--- src/hdl/rto_pkg.sv ---
// rope tension observer: shared constants, types and fixed-point helpers
// used by rto_serial_unit and rope_tension_observer_top; no dependencies
package rto_pkg;

    localparam int FRAC       = 16;
    localparam int MUL_W      = 32;
    localparam int DIV_W      = 50;
    localparam int SQRT_STEPS = 25;
    localparam int SQRT_TOP   = 2 * (SQRT_STEPS - 1);
    localparam int CNT_W      = 6;

    localparam logic [63:0] HALF_Q      = 64'd1 << (FRAC - 1);
    localparam logic [31:0] ONE_Q       = 32'd1 << FRAC;
    localparam logic [49:0] MIN_LEN_SQ  =
        50'(((64'd1 << (2 * FRAC)) + 64'd99999999) / 64'd100000000);
    localparam logic [30:0] PHI_MIN     = 31'((64'd1 << FRAC) / 64'd1000000);
    localparam logic [31:0] DT_SCALE    = 32'd1000000;
    localparam logic [30:0] TENSION_MAX = 31'h7fffffff;
    localparam logic [1:0]  AXIS_LAST   = 2'd2;

    localparam logic signed [67:0] S32_MAX = 68'sd2147483647;
    localparam logic signed [67:0] S32_MIN = -68'sd2147483648;

    localparam logic [2:0] REG_GAIN_ONE = 3'd0;
    localparam logic [2:0] REG_GAIN_TWO = 3'd1;
    localparam logic [2:0] REG_PHI      = 3'd2;
    localparam logic [2:0] REG_CAP      = 3'd3;
    localparam logic [2:0] REG_COMP_ON  = 3'd4;
    localparam logic [2:0] REG_MASS     = 3'd5;

    typedef enum logic [1:0] {
        OP_MUL,
        OP_DIV,
        OP_SQRT
    } rto_op_t;

    typedef struct packed {
        rto_op_t     op;
        logic [63:0] a;
        logic [31:0] b;
    } rto_req_t;

    typedef enum logic [4:0] {
        ST_IDLE,
        ST_SQ,
        ST_CHECK,
        ST_SQRT,
        ST_AXIS,
        ST_VD,
        ST_AD,
        ST_PREP,
        ST_PT,
        ST_PC,
        ST_OBS,
        ST_L1,
        ST_S,
        ST_NV1,
        ST_NV2,
        ST_L2,
        ST_ND1,
        ST_ND2,
        ST_T,
        ST_F,
        ST_C,
        ST_DONE
    } rto_state_t;

    function automatic logic [63:0] mag(input logic signed [63:0] v);
        mag = v[63] ? (~v + 64'd1) : v;
    endfunction

    function automatic logic signed [67:0] with_sign(input logic neg, input logic [63:0] m);
        logic signed [67:0] p;
        p = $signed({4'b0, m});
        with_sign = neg ? -p : p;
    endfunction

    // half away from zero on a magnitude, scaled down by the fraction bits
    function automatic logic [63:0] rnd_q(input logic [63:0] m);
        logic [64:0] s;
        s = {1'b0, m} + {1'b0, HALF_Q};
        rnd_q = 64'(s >> FRAC);
    endfunction

    function automatic logic signed [31:0] sat32(input logic signed [67:0] v);
        if (v > S32_MAX)
            sat32 = 32'sh7fffffff;
        else if (v < S32_MIN)
            sat32 = 32'sh80000000;
        else
            sat32 = v[31:0];
    endfunction

    function automatic logic [30:0] cap_tension(input logic neg, input logic [63:0] m,
                                                input logic [30:0] cap);
        logic [30:0] t;
        if (neg)
            t = '0;
        else if (m > 64'(TENSION_MAX))
            t = TENSION_MAX;
        else
            t = m[30:0];
        if (cap != '0 && t > cap)
            t = cap;
        cap_tension = t;
    endfunction

endpackage

--- src/hdl/rto_serial_unit.sv ---
// shared serial arithmetic unit: shift-add multiply, restoring divide with
// round half up on magnitudes, and integer square root; one bit per cycle
// depends on rto_pkg
module rto_serial_unit (
    input  logic              clk,
    input  logic              rst_n,
    input  logic              start,
    input  rto_pkg::rto_req_t req,
    output logic              done,
    output logic [63:0]       result
);
    import rto_pkg::*;

    logic             busy_reg, busy_next;
    logic             done_reg, done_next;
    logic [CNT_W-1:0] cnt_reg, cnt_next;
    rto_op_t          op_reg, op_next;
    logic [63:0]      acc_reg, acc_next;
    logic [63:0]      sh_reg, sh_next;
    logic [31:0]      den_reg, den_next;
    logic [31:0]      rem_reg, rem_next;
    logic [63:0]      bit_reg, bit_next;
    logic [32:0]      trial;
    logic [63:0]      rb;

    always_comb
    begin
        busy_next = busy_reg;
        done_next = 1'b0;
        cnt_next  = cnt_reg;
        op_next   = op_reg;
        acc_next  = acc_reg;
        sh_next   = sh_reg;
        den_next  = den_reg;
        rem_next  = rem_reg;
        bit_next  = bit_reg;
        trial     = {rem_reg, sh_reg[DIV_W-1]};
        rb        = acc_reg + bit_reg;
        if (start)
        begin
            busy_next = 1'b1;
            op_next   = req.op;
            acc_next  = '0;
            rem_next  = '0;
            den_next  = req.b;
            bit_next  = 64'd1 << SQRT_TOP;
            unique case (req.op)
                OP_MUL:
                begin
                    sh_next  = req.a;
                    cnt_next = CNT_W'(MUL_W - 1);
                end
                OP_DIV:
                begin
                    // add half the divisor up front for rounding
                    sh_next  = req.a + 64'(req.b >> 1);
                    cnt_next = CNT_W'(DIV_W - 1);
                end
                OP_SQRT:
                begin
                    sh_next  = req.a;
                    cnt_next = CNT_W'(SQRT_STEPS - 1);
                end
                default:
                begin
                    sh_next  = req.a;
                    cnt_next = '0;
                end
            endcase
        end
        else if (busy_reg)
        begin
            unique case (op_reg)
                OP_MUL:
                begin
                    if (den_reg[0])
                        acc_next = acc_reg + sh_reg;
                    sh_next  = sh_reg << 1;
                    den_next = den_reg >> 1;
                end
                OP_DIV:
                begin
                    if (trial >= {1'b0, den_reg})
                    begin
                        rem_next = 32'(trial - {1'b0, den_reg});
                        acc_next = {acc_reg[62:0], 1'b1};
                    end
                    else
                    begin
                        rem_next = trial[31:0];
                        acc_next = {acc_reg[62:0], 1'b0};
                    end
                    sh_next = sh_reg << 1;
                end
                OP_SQRT:
                begin
                    if (sh_reg >= rb)
                    begin
                        sh_next  = sh_reg - rb;
                        acc_next = (acc_reg >> 1) + bit_reg;
                    end
                    else
                        acc_next = acc_reg >> 1;
                    bit_next = bit_reg >> 2;
                end
                default:
                begin
                    acc_next = acc_reg;
                end
            endcase
            if (cnt_reg == '0)
            begin
                busy_next = 1'b0;
                done_next = 1'b1;
            end
            else
                cnt_next = cnt_reg - 1'b1;
        end
    end

    always_ff @(posedge clk or negedge rst_n)
    begin
        if (!rst_n)
        begin
            busy_reg <= 1'b0;
            done_reg <= 1'b0;
            cnt_reg  <= '0;
            op_reg   <= OP_MUL;
        end
        else
        begin
            busy_reg <= busy_next;
            done_reg <= done_next;
            cnt_reg  <= cnt_next;
            op_reg   <= op_next;
        end
    end

    always_ff @(posedge clk)
    begin
        acc_reg <= acc_next;
        sh_reg  <= sh_next;
        den_reg <= den_next;
        rem_reg <= rem_next;
        bit_reg <= bit_next;
    end

    assign done   = done_reg;
    assign result = acc_reg;

endmodule

--- config.mk ---
export PLATFORM = sky130hd
export DESIGN_NAME = rto_serial_unit
export DESIGN_NICKNAME = d
export VERILOG_FILES = /design/src/hdl/rto_pkg.sv /design/src/hdl/rto_serial_unit.sv
export SDC_FILE = /design/constraint.sdc
export NUM_CORES = 1
export LEC_CHECK = 0
export BUFFER_PORTS_ARGS = -buffer_cell sky130_fd_sc_hd__buf_4
export CORE_ASPECT_RATIO = 1.1
export CORE_MARGIN = 4
export CORE_UTILIZATION = 30
export DETAILED_ROUTE_END_ITERATION = 10
export PLACE_DENSITY = 0.42
export REMOVE_ABC_BUFFERS = 1
export SLEW_MARGIN = 0
export SYNTH_ARGS = -nofsm -noshare
export SYNTH_HDL_FRONTEND = slang
export SYNTH_SLANG_ARGS = --single-unit
--- constraint.sdc ---
create_clock -name clk -period 7.7 [get_ports clk]
set_input_delay 0.77 -clock clk [delete_from_list [all_inputs] [get_ports clk]]
set_output_delay 0.77 -clock clk [all_outputs]
set_load 0.02 [all_outputs]
==> impl_metrics.prom, run 1 <==
# TYPE chip_impl_metric gauge
chip_impl_metric{name="grt_pass1_wl",unit="mm"} 162
chip_impl_metric{name="finalMaxSlewViolations",unit=""} 0
chip_impl_info{name="cts_tree",value="built"} 1
chip_impl_metric{name="synth_enable_flop_cells",unit=""} 96
chip_impl_metric{name="post_synthesis_average_cell_area",unit="µm²"} 7.53
chip_impl_info{name="combinational_family_with_the_most_area_after_synthesis",value="compound AO/OA/AOI/OAI gates"} 1
chip_impl_metric{name="area_growth_from_synthesis_to_final_layout",unit="%"} 12.4
chip_impl_metric{name="antenna_found_initial",unit=""} 4
chip_impl_metric{name="core_region",unit="mm²"} 0.0879
chip_impl_metric{name="p_leak",unit="nW"} 12.1
chip_impl_info{name="cp_slowest_cell",value="sky130_fd_sc_hd__dfxtp_1"} 1
chip_impl_metric{name="route.detailed.wl_per_inst",unit="µm"} 22.6
chip_impl_metric{name="synthCells",unit=""} 3531
chip_impl_info{name="post_synth_main_area_contributors",value="sky130_fd_sc_hd__ha_1, sky130_fd_sc_hd__edfxtp_1, sky130_fd_sc_hd__dfxtp_1, sky130_fd_sc_hd__a21oi_1, sky130_fd_sc_hd__nand2_1"} 1
chip_impl_metric{name="synth-adder-area-share",unit="%"} 12.0
chip_impl_metric{name="worst_setup_hold_path_clk_slew",unit="ns"} 0.06
chip_impl_info{name="synth_commonest_cells",value="sky130_fd_sc_hd__nand2_1, sky130_fd_sc_hd__a21oi_1, sky130_fd_sc_hd__o21ai_0"} 1
chip_impl_metric{name="count_of_standard_cell_rows",unit=""} 114
chip_impl_metric{name="slew_headroom",unit="%"} 30.1
chip_impl_info{name="end_kind",value="flop"} 1
chip_impl_info{name="min_path_type",value="input port to asynchronous set/reset pin"} 1
chip_impl_metric{name="asyncSetResetFlopFracSynth",unit="%"} 4.41
chip_impl_metric{name="boundaryPins",unit=""} 166
chip_impl_metric{name="synth.ff_latch_count",unit=""} 227
chip_impl_metric{name="hold_viol",unit=""} 0
chip_impl_metric{name="timing.critical_path.required",unit="ns"} 7.97
chip_impl_metric{name="setup.reg_to_reg.worst_slack",unit="ns"} 0.83
chip_impl_info{name="yosys.area.top_type",value="sky130_fd_sc_hd__ha_1"} 1
chip_impl_info{name="critical_path.most_common_cell",value="sky130_fd_sc_hd__nor3_1"} 1
chip_impl_metric{name="postRouteWirelength",unit="mm"} 107
chip_impl_metric{name="fp.dieArea",unit="mm²"} 0.0935
chip_impl_metric{name="drc",unit=""} 0
chip_impl_info{name="rr_startpoint",value="result[14]"} 1
chip_impl_metric{name="worstSkewPairLatency",unit="ns"} 0.59
chip_impl_metric{name="htree_levels",unit=""} 2
chip_impl_metric{name="synth.cell_area",unit="mm²"} 0.0266
chip_impl_metric{name="final_worst_path_period_need",unit="ns"} 6.87
chip_impl_metric{name="number_of_global_route_vias_before_repair",unit=""} 25900
chip_impl_metric{name="synth.distinct_cells",unit=""} 103
chip_impl_metric{name="ff2ff_path_depth",unit=""} 22
chip_impl_metric{name="global_route.overflow_total",unit=""} 0
chip_impl_info{name="critical_path.startpoint_type",value="flop"} 1
chip_impl_metric{name="worst_ep_arrival_time",unit="ns"} 7.14
chip_impl_metric{name="detail_route.iter0.violations",unit=""} 2009
chip_impl_metric{name="port-buffer-count",unit=""} 165
chip_impl_metric{name="power_density",unit="mW/mm²"} 317
chip_impl_metric{name="final_nets",unit=""} 3901
chip_impl_metric{name="maxClockFrequency",unit="MHz"} 146
chip_impl_info{name="clockRootBuffer",value="sky130_fd_sc_hd__clkbuf_16"} 1
chip_impl_metric{name="yosys_warnings",unit=""} 0
chip_impl_metric{name="chipHeight",unit="µm"} 320
chip_impl_metric{name="worst_ir_drop_vdd",unit="V"} 0.000185
chip_impl_metric{name="max_slew.worst_pin.slew",unit="ns"} 1.04
chip_impl_metric{name="synth_xor_xnor_area_share",unit="%"} 10.0
chip_impl_metric{name="crit_fanout",unit=""} 27
chip_impl_metric{name="clkSinkCount",unit=""} 227
chip_impl_metric{name="ant_nets",unit=""} 0
chip_impl_metric{name="clock-skew-final",unit="ns"} 0.0297
chip_impl_metric{name="drv_cap",unit=""} 0
chip_impl_metric{name="maximum_number_of_pins_on_one_net_before_global_route_repair",unit=""} 126
chip_impl_metric{name="route.detailed.vias_per_inst",unit=""} 5.57
chip_impl_metric{name="timing.final.setup_violations",unit=""} 0
chip_impl_metric{name="route.vias.total",unit=""} 26400
chip_impl_metric{name="floorplan.initialDensity",unit="%"} 30.3
chip_impl_metric{name="place_hpwl",unit="mm"} 81.1
chip_impl_metric{name="clockBufferDepth",unit=""} 3
chip_impl_metric{name="fin_total_pwr",unit="mW"} 9.48
chip_impl_metric{name="synth.mux.area_fraction",unit="%"} 1.78
chip_impl_metric{name="setup_tns",unit="ns"} 0
chip_impl_metric{name="postCtsResizedCells",unit=""} 0
chip_impl_info{name="setup_repair_after_global_routing_missed_its_margin",value="false"} 1
chip_impl_metric{name="peak_per_stage_delay_on_the_critical_path",unit="ns"} 0.57
chip_impl_info{name="setup_crit_path_kind",value="flop to flop"} 1
chip_impl_metric{name="yosysSeqAreaShare",unit="%"} 20.9
chip_impl_info{name="synth.most_common_cell",value="sky130_fd_sc_hd__nand2_1"} 1
chip_impl_metric{name="hold_buffers",unit=""} 0
chip_impl_metric{name="grt_usage",unit="%"} 22.0
chip_impl_info{name="reg_to_reg_critical_path_endpoint",value="sh_reg[0]"} 1
chip_impl_metric{name="synth-compound-area-share",unit="%"} 31.4
chip_impl_metric{name="final.period_utilization",unit="%"} 89.2
chip_impl_metric{name="cts_buffers",unit=""} 34
chip_impl_metric{name="detailedRoute.firstPassIterationCount",unit=""} 5
chip_impl_metric{name="synth_simple_gate_area_share",unit="%"} 19.0
chip_impl_info{name="cp_cell_sequence",value="ha_1 > a31oi_1 > o21ai_0 > a21o_2 > a2111oi_2 > nor3_1 > o41a_1 > a21boi_1 > o21bai_1 > nand2_1 > nor3_1 > xnor2_1 > ha_1 > nand4_1 > or2_1 > nor3_1 > nand3_1 > o21a_1 > nor2_1 > o21ai_0 > nand2_2 > buf_12"} 1
chip_impl_metric{name="share_of_final_layout_standard_cells_stronger_than_drive_strength_1",unit="%"} 9.80
chip_impl_metric{name="routabilityCongestion",unit=""} 0.898
chip_impl_metric{name="post_cts_buffers",unit=""} 0
chip_impl_info{name="postSynth.topFlopCell",value="sky130_fd_sc_hd__dfxtp_1"} 1
chip_impl_metric{name="number_of_fill_cells",unit=""} 9582
chip_impl_info{name="outcome",value="finished, final reports clean"} 1
chip_impl_metric{name="fp.dieW",unit="µm"} 292
chip_impl_metric{name="synthDominantCellAreaShare",unit="%"} 11.7
==> layout make-up <==
cell class,instances,area [µm²],area share (%)
antenna,2,5.00,0.0167
clock buffer,45,922,3.08
clock inverter,16,178,0.594
inverter,99,374,1.25
multi-input combinational,2974,19800,66.1
sequential,227,5560,18.6
tap,1160,1450,4.85
timing repair buffer,212,1650,5.51
==> report_power, final <==
| group | switching, mW | internal (mW) | total (mW) |
|---|---|---|---|
| clock network | 0.681 | 0.919 | 1.60 |
| logic | 3.64 | 2.25 | 5.89 |
| registers | 0.456 | 1.53 | 1.99 |
| total | 4.78 | 4.70 | 9.48 |
==> logic make-up after synthesis <==
logic type / after synthesis
buffers and inverters: 330
XOR/XNOR: 305
AND/OR/NAND/NOR: 1082
multiplexers: 47
AO/OA/AOI/OAI: 1288
flip-flops: 227
adder cells (fa/ha/maj): 252
==> layout by cell type, fill, tap and decap left out, types with 7 or more instances in the layout <==
master,Yosys,final
sky130_fd_sc_hd__nand4_1,75,75
sky130_fd_sc_hd__a21oi_1,344,344
sky130_fd_sc_hd__or2_2,7,7
sky130_fd_sc_hd__o211ai_1,30,30
sky130_fd_sc_hd__a31oi_1,80,80
sky130_fd_sc_hd__o31ai_1,18,18
sky130_fd_sc_hd__mux2i_1,45,45
sky130_fd_sc_hd__dfrtp_1,10,10
sky130_fd_sc_hd__a31o_2,18,18
sky130_fd_sc_hd__o21a_1,32,32
sky130_fd_sc_hd__nand2_1,420,418
sky130_fd_sc_hd__nor4_1,13,13
sky130_fd_sc_hd__a21o_1,132,132
sky130_fd_sc_hd__or3_1,18,18
sky130_fd_sc_hd__xor2_1,154,154
sky130_fd_sc_hd__a41oi_1,9,9
sky130_fd_sc_hd__buf_4,0,207
sky130_fd_sc_hd__xnor2_1,151,151
sky130_fd_sc_hd__nor2_1,223,222
sky130_fd_sc_hd__o21ai_1,10,10
sky130_fd_sc_hd__o21bai_1,44,44
sky130_fd_sc_hd__nor2b_1,57,56
sky130_fd_sc_hd__ha_1,248,245
sky130_fd_sc_hd__dfxtp_1,121,121
sky130_fd_sc_hd__nor3_1,63,63
sky130_fd_sc_hd__a211oi_1,93,93
sky130_fd_sc_hd__nand2b_1,25,25
sky130_fd_sc_hd__inv_1,98,96
sky130_fd_sc_hd__and4_1,12,12
sky130_fd_sc_hd__clkbuf_16,0,34
sky130_fd_sc_hd__nand3_1,86,86
sky130_fd_sc_hd__a22oi_1,11,11
sky130_fd_sc_hd__edfxtp_1,96,96
sky130_fd_sc_hd__clkbuf_1,184,8
sky130_fd_sc_hd__o21ai_0,310,310
sky130_fd_sc_hd__and3_1,36,36
sky130_fd_sc_hd__a221oi_1,32,32
sky130_fd_sc_hd__a221o_1,7,7
sky130_fd_sc_hd__and2_1,21,20
==> worst max-delay path: cells and delay by family (launching register included) <==
family	cells	cell delay, ns
xor gates and xnor gates	1	0.14
adders and majority gates	2	0.77
buffers and inverters	1	0.24
and+or+nand+nor	9	2.30
DFF	1	0.57
AOI/OAI and AO/OA	9	2.52
==> worst max-delay path by stage <==
stage | start | endpoint | slack [ns] | cells after the start
detailed placement | result[6] | sh_reg[1] | 0.86 | 22
floorplan | result[2] | sh_reg[0] | 0.88 | 22
CTS | result[6] | sh_reg[1] | 0.80 | 22
global route | result[14] | sh_reg[43] | 0.27 | 22
finish | result[14] | sh_reg[0] | 0.83 | 22
global placement | result[6] | sh_reg[0] | 0.93 | 22
==> stage by stage <==
| step | hold slack (ns) | instance area (µm²) | std cells | utilization [%] | worst slack, ns |
|---|---|---|---|---|---|
| floorplan | 0.442 | 25700 | 3300 | - | 0.876 |
| CTS | 0.00109 | 29900 | 4733 | 34.0 | 0.800 |
| global route | 0.0177 | 29900 | 4734 | 34.0 | 0.266 |
| finish | 0.0257 | 29900 | 4735 | 34.0 | 0.829 |
| detailed placement | 0.472 | 28800 | 4672 | 32.8 | 0.864 |
| global placement | 0.473 | 28800 | 4672 | 32.8 | 0.929 |
==> metal layers <==
layer | share of wire [%] | up-vias | global-route usage (%)
met4 | 2.4 | 2 | 5.46
met1 | 49 | 12500 | 31.9
met2 | 44 | 628 | 34.7
met5 | 0.0075 | - | 0
li1 | - | 13100 | -
met3 | 4.8 | 110 | 2.60
No activity file was read; power rests on OpenSTA's default activity.
==> run 2, diff against run 1 <==
Settings changed: PLACE_DENSITY 0.42 to default, PLACE_DENSITY_LB_ADDON from default to 0.25.
==> run 2 against run 1 <==
Non-clock buffer count unchanged. Total power down 1.8%. Utilization down 0.14 points. Clock power shrank 5%. Sequential share of layout area increased by 0.074 points. Critical endpoint is now sh_reg[1]. Largest cell class unchanged. Largest power group unchanged.
==> impl_metrics.prom, run 2 (same netlist as run 1, synthesis figures left out) <==
# TYPE chip_impl_metric gauge
chip_impl_info{name="outcome",value="finished, final reports clean"} 1
chip_impl_metric{name="setup_tns",unit="ns"} 0
chip_impl_metric{name="slew_headroom",unit="%"} 19.2
chip_impl_info{name="leading_cell_type_in_the_layout_fill_and_taps_excluded",value="sky130_fd_sc_hd__nand2_1"} 1
chip_impl_metric{name="postRouteWirelength",unit="mm"} 100
chip_impl_metric{name="number_of_fill_cells",unit=""} 9470
chip_impl_metric{name="port-buffer-count",unit=""} 165
chip_impl_metric{name="clkSinkCount",unit=""} 227
chip_impl_metric{name="drt-met1-wl",unit="mm"} 47.6
chip_impl_metric{name="route.detailed.wl_per_inst",unit="µm"} 21.2
chip_impl_metric{name="max_slew.worst_pin.slew",unit="ns"} 1.21
chip_impl_info{name="top_signal_layer_used",value="met4"} 1
chip_impl_metric{name="maximum_number_of_pins_on_one_net_before_global_route_repair",unit=""} 76
chip_impl_metric{name="setup_slack_placement",unit="ns"} 0.655
chip_impl_info{name="layout.cells.most_common_list",value="sky130_fd_sc_hd__nand2_1, sky130_fd_sc_hd__a21oi_1, sky130_fd_sc_hd__o21ai_0"} 1
chip_impl_metric{name="clockBufferDepth",unit=""} 3
chip_impl_metric{name="hold_path_depth",unit=""} 2
chip_impl_metric{name="hold_viol",unit=""} 0
chip_impl_metric{name="drc",unit=""} 0
chip_impl_metric{name="global_route.overflow_total",unit=""} 0
chip_impl_metric{name="boundaryPins",unit=""} 166
chip_impl_info{name="critical_path.startpoint_type",value="flop"} 1
chip_impl_metric{name="ff2ff_path_depth",unit=""} 22
chip_impl_info{name="cp_slowest_cell",value="sky130_fd_sc_hd__buf_4"} 1
chip_impl_metric{name="route.vias.total",unit=""} 26500
chip_impl_metric{name="fp.dieArea",unit="mm²"} 0.0935
chip_impl_metric{name="detailedRoute.firstPassIterationCount",unit=""} 6
chip_impl_metric{name="route.detailed.vias_per_inst",unit=""} 5.60
chip_impl_info{name="clockRootBuffer",value="sky130_fd_sc_hd__clkbuf_16"} 1
chip_impl_metric{name="final.period_utilization",unit="%"} 91.1
chip_impl_metric{name="worst_ir_drop_vdd",unit="V"} 0.000210
chip_impl_metric{name="fin_total_pwr",unit="mW"} 9.31
chip_impl_metric{name="clock-skew-final",unit="ns"} 0.0399
chip_impl_info{name="worstHoldEndpoint",value="cnt_reg[4]"} 1
chip_impl_metric{name="post_cts_buffers",unit=""} 0
chip_impl_metric{name="placed_cell_area",unit="mm²"} 0.0288
chip_impl_metric{name="place_hpwl",unit="mm"} 76.8
chip_impl_metric{name="share_of_final_layout_standard_cells_stronger_than_drive_strength_1",unit="%"} 9.64
chip_impl_metric{name="area.sequential",unit="mm²"} 0.00556
chip_impl_metric{name="routabilityCongestion",unit=""} 0.900
chip_impl_metric{name="fp.dieW",unit="µm"} 292
chip_impl_info{name="reg_to_reg_critical_path_endpoint",value="sh_reg[1]"} 1
chip_impl_info{name="cp_cell_sequence",value="ha_1 > a21o_1 > a31o_2 > a21oi_1 > o21ai_1 > a31oi_1 > o31ai_1 > a31o_2 > a31oi_1 > o31a_2 > nor2_1 > xnor2_1 > ha_1 > nand4_1 > or2_1 > nor3_1 > nand3_1 > o21a_1 > nor2_1 > o21ai_0 > nand2_2 > buf_4"} 1
chip_impl_metric{name="chipHeight",unit="µm"} 320
chip_impl_metric{name="count_of_standard_cell_rows",unit=""} 114
chip_impl_metric{name="number_of_global_route_vias_before_repair",unit=""} 25100
chip_impl_metric{name="timing.final.setup_violations",unit=""} 0
chip_impl_metric{name="detail_route.iter0.violations",unit=""} 2248
chip_impl_metric{name="setup.reg_to_reg.worst_slack",unit="ns"} 0.68
chip_impl_metric{name="worst_setup_hold_path_clk_slew",unit="ns"} 0.06
chip_impl_metric{name="floorplan.initialDensity",unit="%"} 30.3
chip_impl_metric{name="final_worst_path_period_need",unit="ns"} 7.02
chip_impl_info{name="rr_startpoint",value="result[2]"} 1
chip_impl_metric{name="ant_nets",unit=""} 0
chip_impl_metric{name="multi_input_comb_area",unit="mm²"} 0.0198
chip_impl_metric{name="antenna_found_initial",unit=""} 2
chip_impl_metric{name="worstSkewPairLatency",unit="ns"} 0.65
chip_impl_metric{name="finalMaxSlewViolations",unit=""} 0
chip_impl_info{name="setup_repair_after_global_routing_missed_its_margin",value="false"} 1
chip_impl_metric{name="area_growth_from_synthesis_to_final_layout",unit="%"} 12.0
chip_impl_metric{name="power_density",unit="mW/mm²"} 313
chip_impl_metric{name="routed-wl-met3",unit="mm"} 5.17
chip_impl_metric{name="grt_pass1_wl",unit="mm"} 152
chip_impl_metric{name="crit_fanout",unit=""} 64
chip_impl_info{name="cts_tree",value="built"} 1
chip_impl_metric{name="p_leak",unit="nW"} 12.0
chip_impl_metric{name="htree_levels",unit=""} 1
chip_impl_metric{name="final_nets",unit=""} 3897
chip_impl_info{name="end_kind",value="flop"} 1
chip_impl_metric{name="core_region",unit="mm²"} 0.0879
chip_impl_metric{name="maxClockFrequency",unit="MHz"} 143
chip_impl_metric{name="drv_cap",unit=""} 0
chip_impl_metric{name="final_area",unit="mm²"} 0.0298
chip_impl_metric{name="timing.critical_path.required",unit="ns"} 7.96
chip_impl_info{name="setup_crit_path_kind",value="flop to flop"} 1
chip_impl_metric{name="peak_per_stage_delay_on_the_critical_path",unit="ns"} 0.67
chip_impl_metric{name="wl_met2",unit="mm"} 44.0
chip_impl_metric{name="grt_usage",unit="%"} 20.4
chip_impl_info{name="min_path_type",value="input port to flop"} 1
chip_impl_metric{name="worst_ep_arrival_time",unit="ns"} 7.28
chip_impl_metric{name="post-route-worst-setup-slack",unit="ns"} 0.683
chip_impl_metric{name="final_core_utilization",unit="%"} 33.9
chip_impl_metric{name="cts_buffers",unit=""} 30
chip_impl_info{name="hp-start",value="req[96]"} 1
[run 2: layout make-up]
type | count | share of cell area [%]
multi-input combinational | 2974 | 66.4
sequential | 227 | 18.6
timing repair buffer | 212 | 5.41
tap | 1160 | 4.87
clock buffer | 39 | 2.73
inverter | 99 | 1.25
clock inverter | 17 | 0.689
antenna | 1 | 0.00840
[run 2: worst max-delay path by stage]
stage,startpoint,endpoint,slack [ns],cells past startpoint
after detailed placement,result[2],sh_reg[1],0.66,22
after CTS,result[2],sh_reg[31],0.60,22
after global routing,result[2],sh_reg[30],0.15,22
after floorplan,result[2],sh_reg[0],0.88,22
after global placement,result[2],sh_reg[1],0.79,22
final,result[2],sh_reg[1],0.68,22
[run 2: repair_timing]
item,in CTS,in global routing
resized for setup,0,0
hold buffers,1,0
endpoints found under the hold margin,10,0
setup endpoints to repair,0,0
[run 2: metal layers]
layer,GRT usage [%],vias to the layer above
met3,2.14,137
met5,0,-
met1,29.2,12500
met4,6.49,0
li1,-,13100
met2,32.4,744
[run 2: per-stage QoR]
step | hold WS (ns) | std cells
final | 0.393 | 4729
after global routing | 0.393 | 4729
after CTS | 0.359 | 4728
after detailed placement | 0.472 | 4671
after global placement | 0.469 | 4671
after floorplan | 0.442 | 3300
[run 2: power breakdown]
part           total [mW]  leakage, nW  internal [mW]  switching (mW)
clock network        1.52        0.504          0.877           0.641
registers            1.95         2.09           1.53           0.412
logic                5.85         9.45           2.25            3.60
[run 2: critical path, delay by kind of cell, from the launching register on]
kind | cells | cell delay (ns)
compound gates | 11 | 3.05
xor+xnor | 1 | 0.13
fa+ha+maj | 2 | 0.76
buf+inv | 1 | 0.67
flops | 1 | 0.49
simple gates | 7 | 1.44
